<file path="config.mk">
export PLATFORM = sky130hd
export DESIGN_NAME = memory_slot_page_mapper_core
export DESIGN_NICKNAME = d
export VERILOG_FILES = /design/src/design/mspm_pkg.sv /design/src/design/memory_slot_page_mapper_core.sv
export VERILOG_INCLUDE_DIRS = /design/src /design/src/design
export SDC_FILE = /design/constraint.sdc
export NUM_CORES = 1
export LEC_CHECK = 0
export ABC_AREA = 1
export BUFFER_PORTS_ARGS = -buffer_cell sky130_fd_sc_hd__buf_2
export CAP_MARGIN = 15
export CORE_MARGIN = 1
export CORE_UTILIZATION = 40
export DETAILED_ROUTE_END_ITERATION = 6
export HOLD_SLACK_MARGIN = 0.12
export PLACE_DENSITY = 0.61
export SYNTH_ARGS = -nofsm -noshare
export SYNTH_HDL_FRONTEND = slang
export SYNTH_SLANG_ARGS = --single-unit
</file>
<file path="constraint.sdc">
create_clock -name clk -period 8.16 [get_ports clk]
set_clock_uncertainty 0.2 [all_clocks]
set_input_delay 0.408 -clock clk [delete_from_list [all_inputs] [get_ports clk]]
set_output_delay 0.408 -clock clk [all_outputs]
set_load 0.02 [all_outputs]
</file>
<file path="src/design/assert_macros.svh">
// ---------------------------------------------------------------------------
// assert_macros.svh
// Assertion wrappers shared by the RTL; define NO_ASSERTIONS to drop them.
// ---------------------------------------------------------------------------
`ifndef ASSERT_MACROS_SVH
`define ASSERT_MACROS_SVH

`ifndef NO_ASSERTIONS

// Same-cycle implication, held off during reset
`define ASSERT_IMPLIES(label, clk, rst_n, ante, cons) \
    label: assert property (@(posedge clk) disable iff (!rst_n) (ante) |-> (cons)) \
        else $error("assertion failed");

// Next-cycle implication, held off during reset
`define ASSERT_NEXT(label, clk, rst_n, ante, cons) \
    label: assert property (@(posedge clk) disable iff (!rst_n) (ante) |=> (cons)) \
        else $error("assertion failed");

`else

`define ASSERT_IMPLIES(label, clk, rst_n, ante, cons)
`define ASSERT_NEXT(label, clk, rst_n, ante, cons)

`endif

`endif

</file>
<file path="src/design/mspm_pkg.sv">
// ---------------------------------------------------------------------------
// mspm_pkg
// Request/result types, codes and page decode for the slot page mapper.
// ---------------------------------------------------------------------------
`default_nettype none

package mspm_pkg;

    // Request codes
    localparam logic [1:0] REQ_MEM_RD  = 2'd0;
    localparam logic [1:0] REQ_MEM_WR  = 2'd1;
    localparam logic [1:0] REQ_PORT_A  = 2'd2;
    localparam logic [1:0] REQ_MAP_WR  = 2'd3;

    // Backing kinds
    localparam logic [1:0] KIND_ROM    = 2'd0;
    localparam logic [1:0] KIND_RAM    = 2'd1;
    localparam logic [1:0] KIND_CART   = 2'd2;

    // Slot codes
    localparam logic [1:0] SLOT_BASE   = 2'd0;
    localparam logic [1:0] SLOT_EXP    = 2'd3;
    localparam logic [1:0] SUB_ROM     = 2'd0;
    localparam logic [1:0] SUB_RAM     = 2'd2;

    localparam logic [15:0] SEC_ADDR   = 16'hFFFF;
    localparam logic [7:0]  PRIM_RESET = 8'hF0;
    localparam logic [7:0]  SEC_RESET  = 8'hAA;

    typedef struct packed {
        logic [1:0]  req_type;
        logic [15:0] addr;
        logic [7:0]  wr_data;
        logic [1:0]  mapper_page;
    } req_t;

    typedef struct packed {
        logic [7:0] rd_data;
        logic       handled;
        logic [1:0] page0_kind;
        logic [7:0] page0_bank;
        logic [1:0] page1_kind;
        logic [7:0] page1_bank;
        logic [1:0] page2_kind;
        logic [7:0] page2_bank;
        logic [1:0] page3_kind;
        logic [7:0] page3_bank;
    } res_t;

    typedef struct packed {
        logic [1:0] kind;
        logic [7:0] bank;
    } page_map_t;

    // Decode one page from the slot bytes and that page's mapper register
    function automatic page_map_t decode_page(
        input logic [1:0] page,
        input logic [7:0] prim,
        input logic [7:0] sec,
        input logic [7:0] map_bank
    );
        page_map_t  pm;
        logic [1:0] p;
        logic [1:0] s;
        p = prim[{page, 1'b0} +: 2];
        s = sec[{page, 1'b0} +: 2];
        pm.kind = KIND_ROM;
        pm.bank = 8'd0;
        if (p == SLOT_BASE) begin
            case (page)
                2'd0:    begin pm.kind = KIND_ROM; pm.bank = 8'd0; end
                2'd1:    begin pm.kind = KIND_ROM; pm.bank = 8'd1; end
                2'd2:    begin pm.kind = KIND_RAM; pm.bank = 8'd1; end
                default: begin pm.kind = KIND_RAM; pm.bank = 8'd0; end
            endcase
        end else if (p != SLOT_EXP) begin
            pm.kind = KIND_CART;
        end else if (s == SUB_RAM) begin
            pm.kind = KIND_RAM;
            pm.bank = map_bank;
        end else if (s == SUB_ROM) begin
            // odd pages take bank 3, even pages bank 2
            pm.bank = {6'd0, 1'b1, page[0]};
        end
        return pm;
    endfunction

endpackage

`default_nettype wire

</file>
<file path="src/design/memory_slot_page_mapper_core.sv">
// ---------------------------------------------------------------------------
// memory_slot_page_mapper_core
// Slot and RAM mapper decode for four 16 KiB CPU pages.
// ---------------------------------------------------------------------------
// Usage:
//   One request in on req (req_valid/req_stall), one result out on res
//   (res_valid/res_stall) for every request, in order. A request is taken
//   at a rising edge with req_valid high and req_stall low.
//   The request updates the slot bytes and mapper registers at acceptance;
//   its result carries the read data, the handled flag and the decode of
//   all four pages as it stands after that update.
//   The result is registered, into the skid entry if the result register
//   is held. Throughput: one request per cycle while req_stall is low; the
//   whole decode sits between the request edge and the result register.
//   A two-entry output (result register plus skid register) absorbs a
//   receiver stall: req_stall rises, from a register, once the skid entry
//   is occupied, so the request side never waits on res_stall directly.
//   Reset: primary slots 0xF0, secondary slots 0xAA, mapper registers
//   3, 2, 1, 0 for pages 0..3; no result pending.
// ---------------------------------------------------------------------------
`default_nettype none
`include "assert_macros.svh"

module memory_slot_page_mapper_core (
    input  wire logic           clk,
    input  wire logic           rst_n,
    input  wire logic           req_valid,
    output logic                req_stall,
    input  wire mspm_pkg::req_t req,
    output logic                res_valid,
    input  wire logic           res_stall,
    output mspm_pkg::res_t      res
);
    import mspm_pkg::*;

    logic [7:0] prim_reg;
    logic [7:0] prim_next;
    logic [7:0] sec_reg;
    logic [7:0] sec_next;
    logic [7:0] map_reg  [4];
    logic [7:0] map_next [4];

    res_t       out_reg;
    logic       out_valid_reg;
    res_t       skid_reg;
    logic       skid_valid_reg;

    logic       accept;
    logic       out_take;
    logic       sec_hit;
    res_t       res_next;
    page_map_t  pm [4];

    assign accept   = req_valid && !skid_valid_reg;
    assign out_take = out_valid_reg && !res_stall;
    assign sec_hit  = (req.addr == SEC_ADDR) && (prim_reg[7:6] == SLOT_EXP);

    // State update and result for the incoming request
    always_comb
    begin
        prim_next = prim_reg;
        sec_next  = sec_reg;
        for (int i = 0; i < 4; i++)
        begin
            map_next[i] = map_reg[i];
        end
        res_next.rd_data = 8'd0;
        res_next.handled = 1'b0;
        case (req.req_type)
            REQ_MEM_RD:
            begin
                if (sec_hit)
                begin
                    res_next.rd_data = ~sec_reg;
                    res_next.handled = 1'b1;
                end
            end
            REQ_MEM_WR:
            begin
                if (sec_hit)
                begin
                    sec_next         = req.wr_data;
                    res_next.handled = 1'b1;
                end
            end
            REQ_PORT_A:
            begin
                prim_next        = req.wr_data;
                res_next.handled = 1'b1;
            end
            REQ_MAP_WR:
            begin
                map_next[req.mapper_page] = req.wr_data;
                res_next.handled          = 1'b1;
            end
            default:
            begin
                res_next.handled = 1'b0;
            end
        endcase
        for (int i = 0; i < 4; i++)
        begin
            pm[i] = decode_page(2'(i), prim_next, sec_next, map_next[i]);
        end
        res_next.page0_kind = pm[0].kind;
        res_next.page0_bank = pm[0].bank;
        res_next.page1_kind = pm[1].kind;
        res_next.page1_bank = pm[1].bank;
        res_next.page2_kind = pm[2].kind;
        res_next.page2_bank = pm[2].bank;
        res_next.page3_kind = pm[3].kind;
        res_next.page3_bank = pm[3].bank;
    end

    always_ff @(posedge clk or negedge rst_n)
    begin
        if (!rst_n)
        begin
            prim_reg   <= PRIM_RESET;
            sec_reg    <= SEC_RESET;
            map_reg[0] <= 8'd3;
            map_reg[1] <= 8'd2;
            map_reg[2] <= 8'd1;
            map_reg[3] <= 8'd0;
        end
        else if (accept)
        begin
            prim_reg <= prim_next;
            sec_reg  <= sec_next;
            for (int i = 0; i < 4; i++)
            begin
                map_reg[i] <= map_next[i];
            end
        end
    end

    // Result register with skid entry
    always_ff @(posedge clk or negedge rst_n)
    begin
        if (!rst_n)
        begin
            out_valid_reg  <= 1'b0;
            skid_valid_reg <= 1'b0;
        end
        else if (skid_valid_reg)
        begin
            if (out_take)
            begin
                skid_valid_reg <= 1'b0;
            end
        end
        else if (accept)
        begin
            if (out_valid_reg && !out_take)
            begin
                skid_valid_reg <= 1'b1;
            end
            out_valid_reg <= 1'b1;
        end
        else if (out_take)
        begin
            out_valid_reg <= 1'b0;
        end
    end

    always_ff @(posedge clk)
    begin
        if (skid_valid_reg)
        begin
            if (out_take)
            begin
                out_reg <= skid_reg;
            end
        end
        else if (accept)
        begin
            if (out_valid_reg && !out_take)
            begin
                skid_reg <= res_next;
            end
            else
            begin
                out_reg <= res_next;
            end
        end
    end

    assign req_stall = skid_valid_reg;
    assign res_valid = out_valid_reg;
    assign res       = out_reg;

    `ASSERT_IMPLIES(a_skid_behind_out, clk, rst_n, skid_valid_reg, out_valid_reg)
    `ASSERT_NEXT(a_port_a_loads, clk, rst_n,
                 accept && (req.req_type == REQ_PORT_A),
                 prim_reg == $past(req.wr_data))
    `ASSERT_IMPLIES(a_writes_handled, clk, rst_n,
                    accept && ((req.req_type == REQ_PORT_A) ||
                               (req.req_type == REQ_MAP_WR)),
                    res_next.handled && (res_next.rd_data == 8'd0))
    `ASSERT_NEXT(a_accept_gives_result, clk, rst_n, accept, out_valid_reg)

endmodule

`default_nettype wire
</file>
# [After elaboration in Yosys (flattened, before gate mapping)]
# Cells that the tools add are included.
[op_classes] n_lt_le_gt_ge=2 n_eq_ne=15 muxes=45 bitwise=3 n_reduce_logical=23
[op_table] operator="$mux 49" count=4
[op_table] operator="$mux 8" count=13
[op_table] operator="$mux 10" count=4
[op_table] operator="$bwmux 32" count=1
[op_table] operator="$mux 32" count=1
[op_table] operator="$logic_not 2->1" count=9
[op_table] operator="$demux 8 s2" count=1
[op_table] operator="$eq 16x16->1 const B" count=1
[op_table] operator="$mux 2" count=8
[op_table] operator="$eq 2x2->1 const B" count=7
[op_table] operator="$mux 1" count=11
[op_table] operator="$ne 2x2->1 const B" count=5
[op_table] operator="$mux 9" count=1
[op_table] operator="$not 8->8" count=1
[op_table] operator="$reduce_and 3->1" count=2
[op_table] operator="$logic_and 1x1->1" count=5
[op_table] operator="$reduce_bool 2->1" count=2
[op_table] operator="$ge 3x3->1 const B" count=1
[op_table] operator="$logic_not 1->1" count=3
[op_table] operator="$lt 3x1->1 const B" count=1
[op_table] operator="$not 2->3" count=1
[op_table] operator="$pmux 1 s3" count=1
[op_table] operator="$eq 2x1->1 const B" count=1
[op_table] operator="$ne 2x1->1 const B" count=1
[op_table] operator="other kinds (3)" count=3
[totals] register_bits=148 in_bits=32 out_inout_bits=51 wordCells=116

# [Depth between registers and ports, before layout]
# Gate-level depths: netlist of the first run.
[logic_depth] ltp_word=13 depth_mapped=13

# [Least setup slack after synthesis of the first run]
# Ideal clock, no wire load.
[synth_path] path_kind="register to register" from="reg skid_valid_reg (netlist: req_stall)" to="reg out_reg (netlist bit res[0]) (enable)" t_arrival_ns=3.502 setup_slack_ns=3.986 path_stages_with_launch=7 path_buffers=1 synth_period_minus_slack_ns=4.174 cell_sequence="dfrtp_1 > clkbuf_1 > inv_2 > nand2_1 > clkinv_1 > a21oi_1 > a21oi_1"
[synth_between] elab_chain_len=4 elab_cells_between_ends=6 cone_classes="2 x eq/ne; 4 x reduce/logical"
[synth_lines] element="start: declaration" line="memory_slot_page_mapper_core.sv:46" source="logic skid_valid_reg;"
[synth_lines] element="start signal: assignment" line="memory_slot_page_mapper_core.sv:143" source="skid_valid_reg <= 1'b0;"
[synth_lines] element="start signal: assignment" line="memory_slot_page_mapper_core.sv:149" source="skid_valid_reg <= 1'b0;"
[synth_lines] element="start signal: assignment" line="memory_slot_page_mapper_core.sv:156" source="skid_valid_reg <= 1'b1;"
[synth_lines] element="$logic_not 1->1" line="memory_slot_page_mapper_core.sv:54" source="assign accept = req_valid && !skid_valid_reg;"
[synth_lines] element="$logic_and 1x1->1" line="memory_slot_page_mapper_core.sv:54"
[synth_lines] element="$reduce_bool 2->1 (no line)"
[synth_lines] element="$reduce_and 3->1 (no line) *"
[synth_lines] element="end signal: assignment" line="memory_slot_page_mapper_core.sv:172" source="out_reg <= skid_reg;"
[synth_lines] element="end signal: assignment" line="memory_slot_page_mapper_core.sv:183" source="out_reg <= res_next;"
[synth_lines] element="end: declaration" line="memory_slot_page_mapper_core.sv:43" source="res_t out_reg;"
# Mark *: on every way between the ends. The rest lies on a longest branch, timed or not.
# A chain may end at the register's enable or synchronous reset.

# [Worst setup path in the final report of the first run]
[layout_path] from="reg skid_valid_reg (netlist: req_stall)" to="reg out_reg (netlist bit res[39]) (enable)"
# Same word-level chain as after synthesis.

==> results of run 1 <==
[power by group through the flow]
| stage | logic [mW] | clock network (mW) | registers, mW |
|---|---|---|---|
| floorplan | 0.468 | 0 | 1.35 |
| global placement | 0.837 | 0 | 1.21 |
| detailed placement | 0.864 | 0 | 1.22 |
| CTS | 0.869 | 0.743 | 1.21 |
| global route | 0.968 | 0.775 | 1.24 |
| finish | 0.855 | 0.726 | 1.21 |
[metal layers]
metal | GRT usage | up-vias | part of all wire
met5 | 0 | - | 0
met4 | 0.0782 | 0 | 0.016
met3 | 0.0388 | 15 | 0.055
met2 | 0.298 | 130 | 0.48
met1 | 0.244 | 2270 | 0.45
li1 | - | 2485 | -
[cell families (layout without fill, tap and decap cells)]
| group | after synthesis | in the layout |
|---|---|---|
| buffers and inverters | 91 | 186 |
| AOI/OAI and AO/OA | 96 | 96 |
| muxes | 4 | 4 |
| DFF | 148 | 148 |
| adders and majority gates | 8 | 8 |
| and+or+nand+nor | 354 | 354 |
[critical path: stages (launching register included)]
cell and delay, ns:
dfrtp_1 0.35, inv_2 0.32, nand2_2 0.15, buf_4 0.63, clkinv_1 0.45, a21oi_1 0.37
a21oi_4 0.06, buf_4 0.30
[cell usage after synthesis (all sizes together)]
cell type,number,area [um^2]
a21boi,1,7.51
a21oi,14,73.8
a31oi,5,31.3
and2,2,12.5
and3,1,6.26
buf,2,15.0
clkbuf,23,86.3
clkinv,2,7.51
dfrtp,38,951
dfstp,12,315
edfxtp,98,2940
ha,8,100
inv,64,240
mux2i,4,40.0
nand2,244,928
nand3,18,120
nand3b,7,52.6
nand4,12,75.1
nor2,48,243
nor3,21,105
o21ai,76,403
or2,1,6.26
[path summary, 6_finish.rpt]
kind | start | to | slack [ns] | cells past startpoint
setup / recovery | req_stall | res[39] | 4.92 | 7
max in group asynchronous | rst_n | map_reg[22] | 6.88 | 3
hold reg to reg | map_reg[8] | map_reg[8] | 0.27 | 2
min in group asynchronous | rst_n | map_reg[2] | 0.42 | 3
hold / removal | res_stall | req_stall | 0.14 | 3
setup reg to reg | req_stall | res[39] | 4.92 | 7
[area by class of cell]
type / count / share of cell area
Multi-Input combinational cell: 462 / 0.279
Tap cell: 220 / 0.0346
Clock buffer: 18 / 0.0539
Inverter: 66 / 0.0311
Timing Repair Buffer: 88 / 0.0575
Clock inverter: 14 / 0.0149
Sequential cell: 148 / 0.529
==> results by group, run 1 <==
Run status
  • Status: finished clean

Clock tree
  • Post-cts sizing count: 0
  • Root buffer cell: clkbuf_16
  • Maximum clock path buffer count: 2
  • Worst-path clk slew: about 0.05 ns
  • Post-CTS setup buffer count: 0
  • Hold buffers post-CTS: 1
  • H-tree depth: 4
  • CTS tree: done
  • Clock latency on the worst-skew pair: between 0.4 and 0.5 ns
  • TritonCTS Sinks: around 150
  • Total CTS buffers: 17

Power
  • Clock network fraction of design power: 0.260
  • Total Power: roughly 2.8 mW
  • Pwr Density: about 350 nW/um^2
  • Internal power: ~1.8 mW
  • Sw Ratio: 0.354
  • Leak Pwr: 3.62 nW
  • Seq pwr share: 0.434
  • Comb power frac: 0.306
  • Max VDD drop: between 0.15 and 0.2 mV
  • Sw Pwr: 988 uW

Yosys
  • Post-Synth Adder-Cell Area: 0.0148
  • Post-Synth Simple-Gate Area: 0.229
  • Syn_area_per_cell: approximately 9.6 um^2
  • Largest family of logic cells by synthesized area: simple AND/OR/NAND/NOR gates
  • Synthesized area: ~6800 um^2
  • Synth warn: 0
  • Synthesis-stage register bit count: 148
  • Syn Nets: ~740
  • Synth Area in Compound Gates: 0.0762
  • Post-synthesis instance total: around 700
  • Count of different cell masters after synthesis: 34
  • Mux cell area share after synthesis: 0.00592
  • XOR/XNOR Fraction of Synth Area: 0
  • Register area share after synthesis: 0.622

Worst setup path
  • Crit. End Element: flip-flop
  • Worst setup SP type: flip-flop
  • Critical path arrival: 3.14 ns
  • Worst EP required: 8.06 ns
  • Worst setup path class: flip-flop to flip-flop
  • CP max FO: 91

STA
  • Maximum clock frequency: 309 MHz
  • Final period utilization: 0.396
  • Max-slew headroom: 0.428
  • # setup viols final: 0
  • Unrepaired setup endpoints after global routing: no
  • Slew Viols, Final: 0
  • Worst Slack Setup Final: slightly below 5 ns
  • Final hold vios: 0
  • Crit path time final: 3.24 ns
  • Least-Margin Pin Slew: 0.856 ns
  • Setup TNS: 0 ns
  • Hold WS: 0.142 ns

Finish
  • Final Cell Area: approximately 8000 um^2
  • Layout Utilization: 0.482
  • Filler cell count: about 1600
  • Post-Layout Cell Count: around 1000
  • Inserted Diodes: 0
  • Commonest cells after routing, fill and taps aside: 240 x nand2_1, 98 x edfxtp_1, 82 x buf_2
  • Area Overhead vs Synth: 17.8%
  • Multi-input gate area: 2230 um^2
  • Commonest non-fill, non-tap cell in the layout: nand2_1
  • Layout cells sized above 1: 0.197
  • Register area: ~4200 um^2
  • Nets: between 800 and 900

Min path
  • Hold WC Path Type: input pin to flip-flop

Detailed routing
  • First-pass DRT Iterations: 5
  • DR WL/cell: around 15 um
  • Via density: ~4.8
  • Post-route ant nets: 0
  • DRC: 0
  • Vias: just under 5000
  • DRT iter0 DRCs: approximately 350
  • Total wire length: approximately 15000 um

Global route
  • GRT overflow: 0
  • Largest net degree at the start of global routing: between 90 and 100
  • Number of global-route vias before repair: 4833
  • Initial antenna violation count: 0
  • Total global-route track usage: 0.186
  • First-pass GRT wire length: 24700 um

Die
  • Io pins: just over 80
  • Die height: roughly 130 um
  • Initial core utilization: 0.409
  • Die X: 132 um
  • Full die area: 17400 um^2
  • Rows: between 40 and 50
  • Core Area: roughly 17000 um^2

Flow run
  • Max-Cap Viols: 0

Placement
  • IO Port Bufs: slightly above 80
  • Worst slack at placement: a little under 5 ns
  • Placed cells: about 980
  • Dpl cell area: around 7400 um^2
  • GPL Wtd Cong: 0.846
  • Dpl hpwl: between 10000 and 15000 um
No activity file was read; power rests on OpenSTA's default activity.
==> run 2, diff against run 1 <==
==> constraint.sdc (replaced) <==
create_clock -name clk -period 3.17 [get_ports clk]
set_clock_uncertainty 0.2 [all_clocks]
set_input_delay 0.1585 -clock clk [delete_from_list [all_inputs] [get_ports clk]]
set_output_delay 0.1585 -clock clk [all_outputs]
set_load 0.02 [all_outputs]
==> results by group, run 2 (synthesized netlist as in run 1, its figures left out) <==
STA
  • Max-slew headroom: 0.476
  • Worst Slack Setup Final: around 0.64 ns
  • Slew Viols, Final: 0
  • Final period utilization: 0.798
  • Maximum clock frequency: around 400 MHz
  • Unrepaired setup endpoints after global routing: no
  • Final hold vios: 0
  • Setup TNS: 0 ns
  • Hold WS: between 0.1 and 0.15 ns
  • # setup viols final: 0
  • Crit path time final: 2.53 ns
  • Least-Margin Pin Slew: between 0.7 and 0.8 ns

Detailed routing
  • Post-route ant nets: 0
  • Vias: ~5100
  • Via density: 4.93
  • DR WL/cell: 14.8 um
  • Total wire length: ~15000 um
  • DRT iter0 DRCs: around 350
  • First-pass DRT Iterations: 5
  • DRC: 0

Clock tree
  • Post-CTS setup buffer count: 0
  • Total CTS buffers: 17
  • H-tree depth: 4
  • Hold buffers post-CTS: 15
  • Root buffer cell: clkbuf_16
  • CTS tree: done
  • TritonCTS Sinks: roughly 150
  • Worst-path clk slew: ~0.060 ns
  • Maximum clock path buffer count: 2
  • Clock latency on the worst-skew pair: 0.43 ns
  • Post-cts sizing count: 0

Global route
  • First-pass GRT wire length: 25400 um
  • GRT overflow: 0
  • Total global-route track usage: 0.190
  • Initial antenna violation count: 0
  • Largest net degree at the start of global routing: 90
  • Number of global-route vias before repair: ~5000

Power
  • Pwr Density: between 900 and 1000 nW/um^2
  • Max VDD drop: approximately 0.40 mV
  • Leak Pwr: between 3 and 4 nW

Worst setup path
  • Worst setup SP type: input pin
  • CP max FO: 16
  • FF-to-FF path depth: 6
  • Critical path arrival: between 2 and 3 ns
  • Worst setup path class: input pin to flip-flop
  • Crit. End Element: flip-flop
  • Worst EP required: around 3.2 ns

Finish
  • Area Overhead vs Synth: 21.9%
  • Filler cell count: ~1500
  • Commonest non-fill, non-tap cell in the layout: nand2_1
  • Nets: 840
  • Commonest cells after routing, fill and taps aside: 240 x nand2_1, 98 x edfxtp_1, 82 x buf_2
  • Layout cells sized above 1: 0.198
  • Inserted Diodes: 0

Die
  • Die height: about 130 um
  • Die X: approximately 130 um
  • Initial core utilization: 0.409
  • Core Area: roughly 17000 um^2
  • Full die area: ~17000 um^2
  • Io pins: slightly above 80
  • Rows: 47

Min path
  • Hold WC Path Type: input pin to flip-flop
  • Worst hold path stage count: 5

Placement
  • GPL Wtd Cong: roughly 0.85
  • IO Port Bufs: between 80 and 90
  • Dpl hpwl: between 10000 and 15000 um
  • Worst slack at placement: just over 0.7 ns

Run status
  • Status: finished clean

Flow run
  • Max-Cap Viols: 0
-- run 2: changes by cell type in the layout (fill, tap and decap cells not counted) --
| cell | change |
|---|---|
| clkinv_2 | -6 |
| clkbuf_8 | +1 |
| clkinv_4 | +3 |
| buf_4 | +1 |
| clkinv_1 | -2 |
| inv_6 | +1 |
| dlygate4sd3_1 | +15 |
| bufinv_16 | +3 |
| buf_12 | +1 |
-- run 2: layout make-up --
cell class	count	area [um^2]	share of cell area
Tap cell	220	275	0.0334
Sequential cell	148	4210	0.511
Clock inverter	13	206	0.0250
Multi-Input combinational cell	462	2230	0.270
Inverter	66	248	0.0301
Timing Repair Buffer	105	636	0.0771
Clock buffer	19	443	0.0537
-- run 2: critical path, stage by stage --
cell	delay (ns)
dlygate4sd3_1	0.51
buf_2	0.15
nand2_1	0.30
o21ai_0	0.44
inv_1	0.09
ha_1	0.23
nand2_1	0.19
inv_1	0.12
nand2_1	0.13
inv_1	0.07
nand3_1	0.06
nand2_1	0.06
-- run 2: path summary, 6_finish.rpt --
kind / end / slack (ns) / startpoint
min in group asynchronous: map_reg[2] / 0.58 / rst_n
max: res[0] / 0.64 / req[27]
min: sec_reg[0] / 0.15 / req[26]
max reg2reg: res[45] / 0.81 / req_stall
max in group asynchronous: prim_reg[5] / 1.41 / rst_n
min reg2reg: map_reg[8] / 0.28 / map_reg[8]
-- run 2: per-layer routing --
layer / wire length [um] / global-route usage
met4: 208 / 0.0698
met1: 6730 / 0.238
met5: 0 / 0
met3: 756 / 0.0427
met2: 7610 / 0.321
-- run 2: power by group --
part / switching, mW / internal [mW]
clock network: 0.783 / 1.42
registers: 0.250 / 2.88
logic: 1.58 / 0.647
-- run 2: metrics by stage --
step / utilization / power, mW / instances / area [um^2]
4_1_cts: 0.497 / 7.61 / 1031 / 8210
6_report: 0.499 / 7.56 / 1033 / 8240
5_1_grt: 0.499 / 8.03 / 1033 / 8240
2_1_floorplan: - / 4.68 / 701 / 6770
3_3_place_gp: 0.449 / 5.30 / 984 / 7410
3_5_place_dp: 0.449 / 5.39 / 984 / 7410
==> run 3, diff against run 2 <==
--- a/config.mk
+++ b/config.mk
@@ -13,7 +13,7 @@
 export CORE_UTILIZATION = 40
 export DETAILED_ROUTE_END_ITERATION = 6
 export HOLD_SLACK_MARGIN = 0.12
-export PLACE_DENSITY = 0.61
+export PLACE_DENSITY = 0.63
 export SYNTH_ARGS = -nofsm -noshare
 export SYNTH_HDL_FRONTEND = slang
 export SYNTH_SLANG_ARGS = --single-unit
==> constraint.sdc (replaced) <==
create_clock -name clk -period 2.3 [get_ports clk]
set_clock_uncertainty 0.2 [all_clocks]
set_input_delay 0.115 -clock clk [delete_from_list [all_inputs] [get_ports clk]]
set_output_delay 0.115 -clock clk [all_outputs]
set_load 0.02 [all_outputs]
==> results by group, run 3 (synthesized netlist as in run 1, its figures left out) <==
Clock tree
  • Worst-path clk slew: 0.06 ns
  • CTS tree: done
  • H-tree depth: 4
  • TritonCTS Sinks: 148
  • Clock latency on the worst-skew pair: ~0.43 ns
  • Maximum clock path buffer count: 2
  • Post-CTS setup buffer count: 0
  • Total CTS buffers: 17
  • Root buffer cell: clkbuf_16

Finish
  • Commonest cells after routing, fill and taps aside: 237 x nand2_1, 98 x edfxtp_1, 82 x buf_2
  • Final Cell Area: 8490 um^2
  • Layout cells sized above 1: 0.232
  • Area Overhead vs Synth: 25.5%
  • Inserted Diodes: 0
  • Nets: 860
  • Commonest non-fill, non-tap cell in the layout: nand2_1
  • Register area: around 4200 um^2
  • Filler cell count: 1523
  • Multi-input gate area: ~2300 um^2

STA
  • Final period utilization: 0.941
  • Worst Slack Setup Final: about 0.14 ns
  • Least-Margin Pin Slew: 1.02 ns
  • Crit path time final: between 2 and 2.5 ns
  • Final hold vios: 0
  • Slew Viols, Final: 0
  • Maximum clock frequency: 462 MHz
  • # setup viols final: 0
  • Unrepaired setup endpoints after global routing: yes
  • Max-slew headroom: 0.315

Power
  • Comb power frac: 0.314
  • Pwr Density: around 1200 nW/um^2
  • Clock network fraction of design power: 0.272
  • Sw Pwr: between 3 and 4 mW
  • Max VDD drop: 0.615 mV
  • Total Power: approximately 10 mW
  • Internal power: between 6 and 7 mW
  • Leak Pwr: approximately 3.8 nW
  • Seq pwr share: 0.414
  • Sw Ratio: 0.344

Detailed routing
  • DRT iter0 DRCs: about 310
  • Via density: 4.82
  • Total wire length: 15100 um
  • Post-route ant nets: 0
  • First-pass DRT Iterations: 5
  • DRC: 0
  • DR WL/cell: between 10 and 15 um
  • Vias: ~5000

Global route
  • First-pass GRT wire length: about 25000 um
  • Initial antenna violation count: 0
  • Largest net degree at the start of global routing: 79
  • Total global-route track usage: 0.187
  • GRT overflow: 0
  • Number of global-route vias before repair: just under 5000

Min path
  • Hold WC Path Type: input pin to async pin

Die
  • Io pins: 83
  • Die height: 132 um
  • Core Area: around 17000 um^2
  • Full die area: 17400 um^2
  • Initial core utilization: 0.409
  • Rows: between 40 and 50
  • Die X: 132 um

Worst setup path
  • Worst setup SP type: flip-flop
  • CP max FO: 7
  • Master of the slowest instance on the critical path: dfstp_2
  • Worst path cell trace: nand2_1, nor2_2, inv_2, nor2_8, nand3_4, nand2_1, nand2_1, nand2_2, nor3_2, nand2_1, nand2_1
  • Worst EP required: between 2 and 2.5 ns
  • CP max stage delay: around 0.54 ns
  • Most used cell, CP: nand2_1
  • Worst setup path class: flip-flop to flip-flop
  • Crit. End Element: flip-flop
  • Critical path arrival: approximately 2.1 ns

Placement
  • GPL Wtd Cong: roughly 0.8
  • Dpl cell area: between 7000 and 8000 um^2
  • Dpl hpwl: about 10000 um
  • IO Port Bufs: 82
  • Worst slack at placement: 0.0584 ns

Run status
  • Status: finished clean

Flow run
  • Max-Cap Viols: 0
==> run 3: changes by cell type in the layout (fill, tap and decap cells not counted), sizes merged <==
cell          before  now
buf               89  103
bufinv             5    4
clkbuf            19   20
clkinvlp           1    2
dlygate4sd3       16   20
dlymetal6s4s       0    1
inv               65   64
nor2              48   49
==> run 3: path summary, 6_finish.rpt <==
path	from	end	slack, ns	cells after the start
worst min register to register	map_reg[8]	map_reg[8]	0.27	2
worst max register to register	prim_reg[6]	res[17]	0.14	11
worst max-delay path	prim_reg[6]	res[17]	0.14	11
worst min-delay path	rst_n	sec_reg[7]	0.12	2
max in group asynchronous	rst_n	req_stall	0.25	3
min in group clk	req[17]	sec_reg[6]	0.12	6
==> run 3: critical path: cells and delay by family, from the launching register on <==
family | cells | cell delay (ns)
buffers and inverters | 1 | 0.07
flip-flops | 1 | 0.54
AND/OR/NAND/NOR | 10 | 1.10
==> run 3: timing repair <==
item                                    CTS  global route
resized for setup                         0            30
endpoints found under the setup margin    0            59
hold buffers                             21             0
endpoints found under the hold margin   131             0
==> run 3: layout make-up <==
type                    count  share of cell area
clock buffers              20              0.0526
clock inverters            12              0.0190
inverters                  66              0.0310
multi-input cells         463               0.273
flip-flops and latches    148               0.496
well taps                 220              0.0324
repair buffers            124              0.0964
==> run 3: layer usage <==
metal | track usage | routed length, um
met5 | 0 | 0
met2 | 0.293 | 6930
met4 | 0.0749 | 313
met3 | 0.0492 | 738
met1 | 0.248 | 7130
==> run 3: metrics by stage <==
stage                     setup TNS, ns  std cells   util  hold slack [ns]
after floorplan                  -0.333        701      -           -0.381
after global placement                0        999  0.460          -0.0215
after detailed placement              0        999  0.460          -0.0240
after CTS                             0       1052  0.509            0.122
after global routing            -0.0174       1053  0.514            0.152
final                                 0       1053  0.514            0.119
==> run 3: power groups by stage <==
stage | logic, mW | clock network, mW | registers, mW
CTS | 3.27 | 2.90 | 4.33
detailed placement | 3.19 | 0 | 4.38
global placement | 3.16 | 0 | 4.35
global route | 3.73 | 3.00 | 4.43
finish | 3.29 | 2.85 | 4.33
floorplan | 1.75 | 0 | 4.78
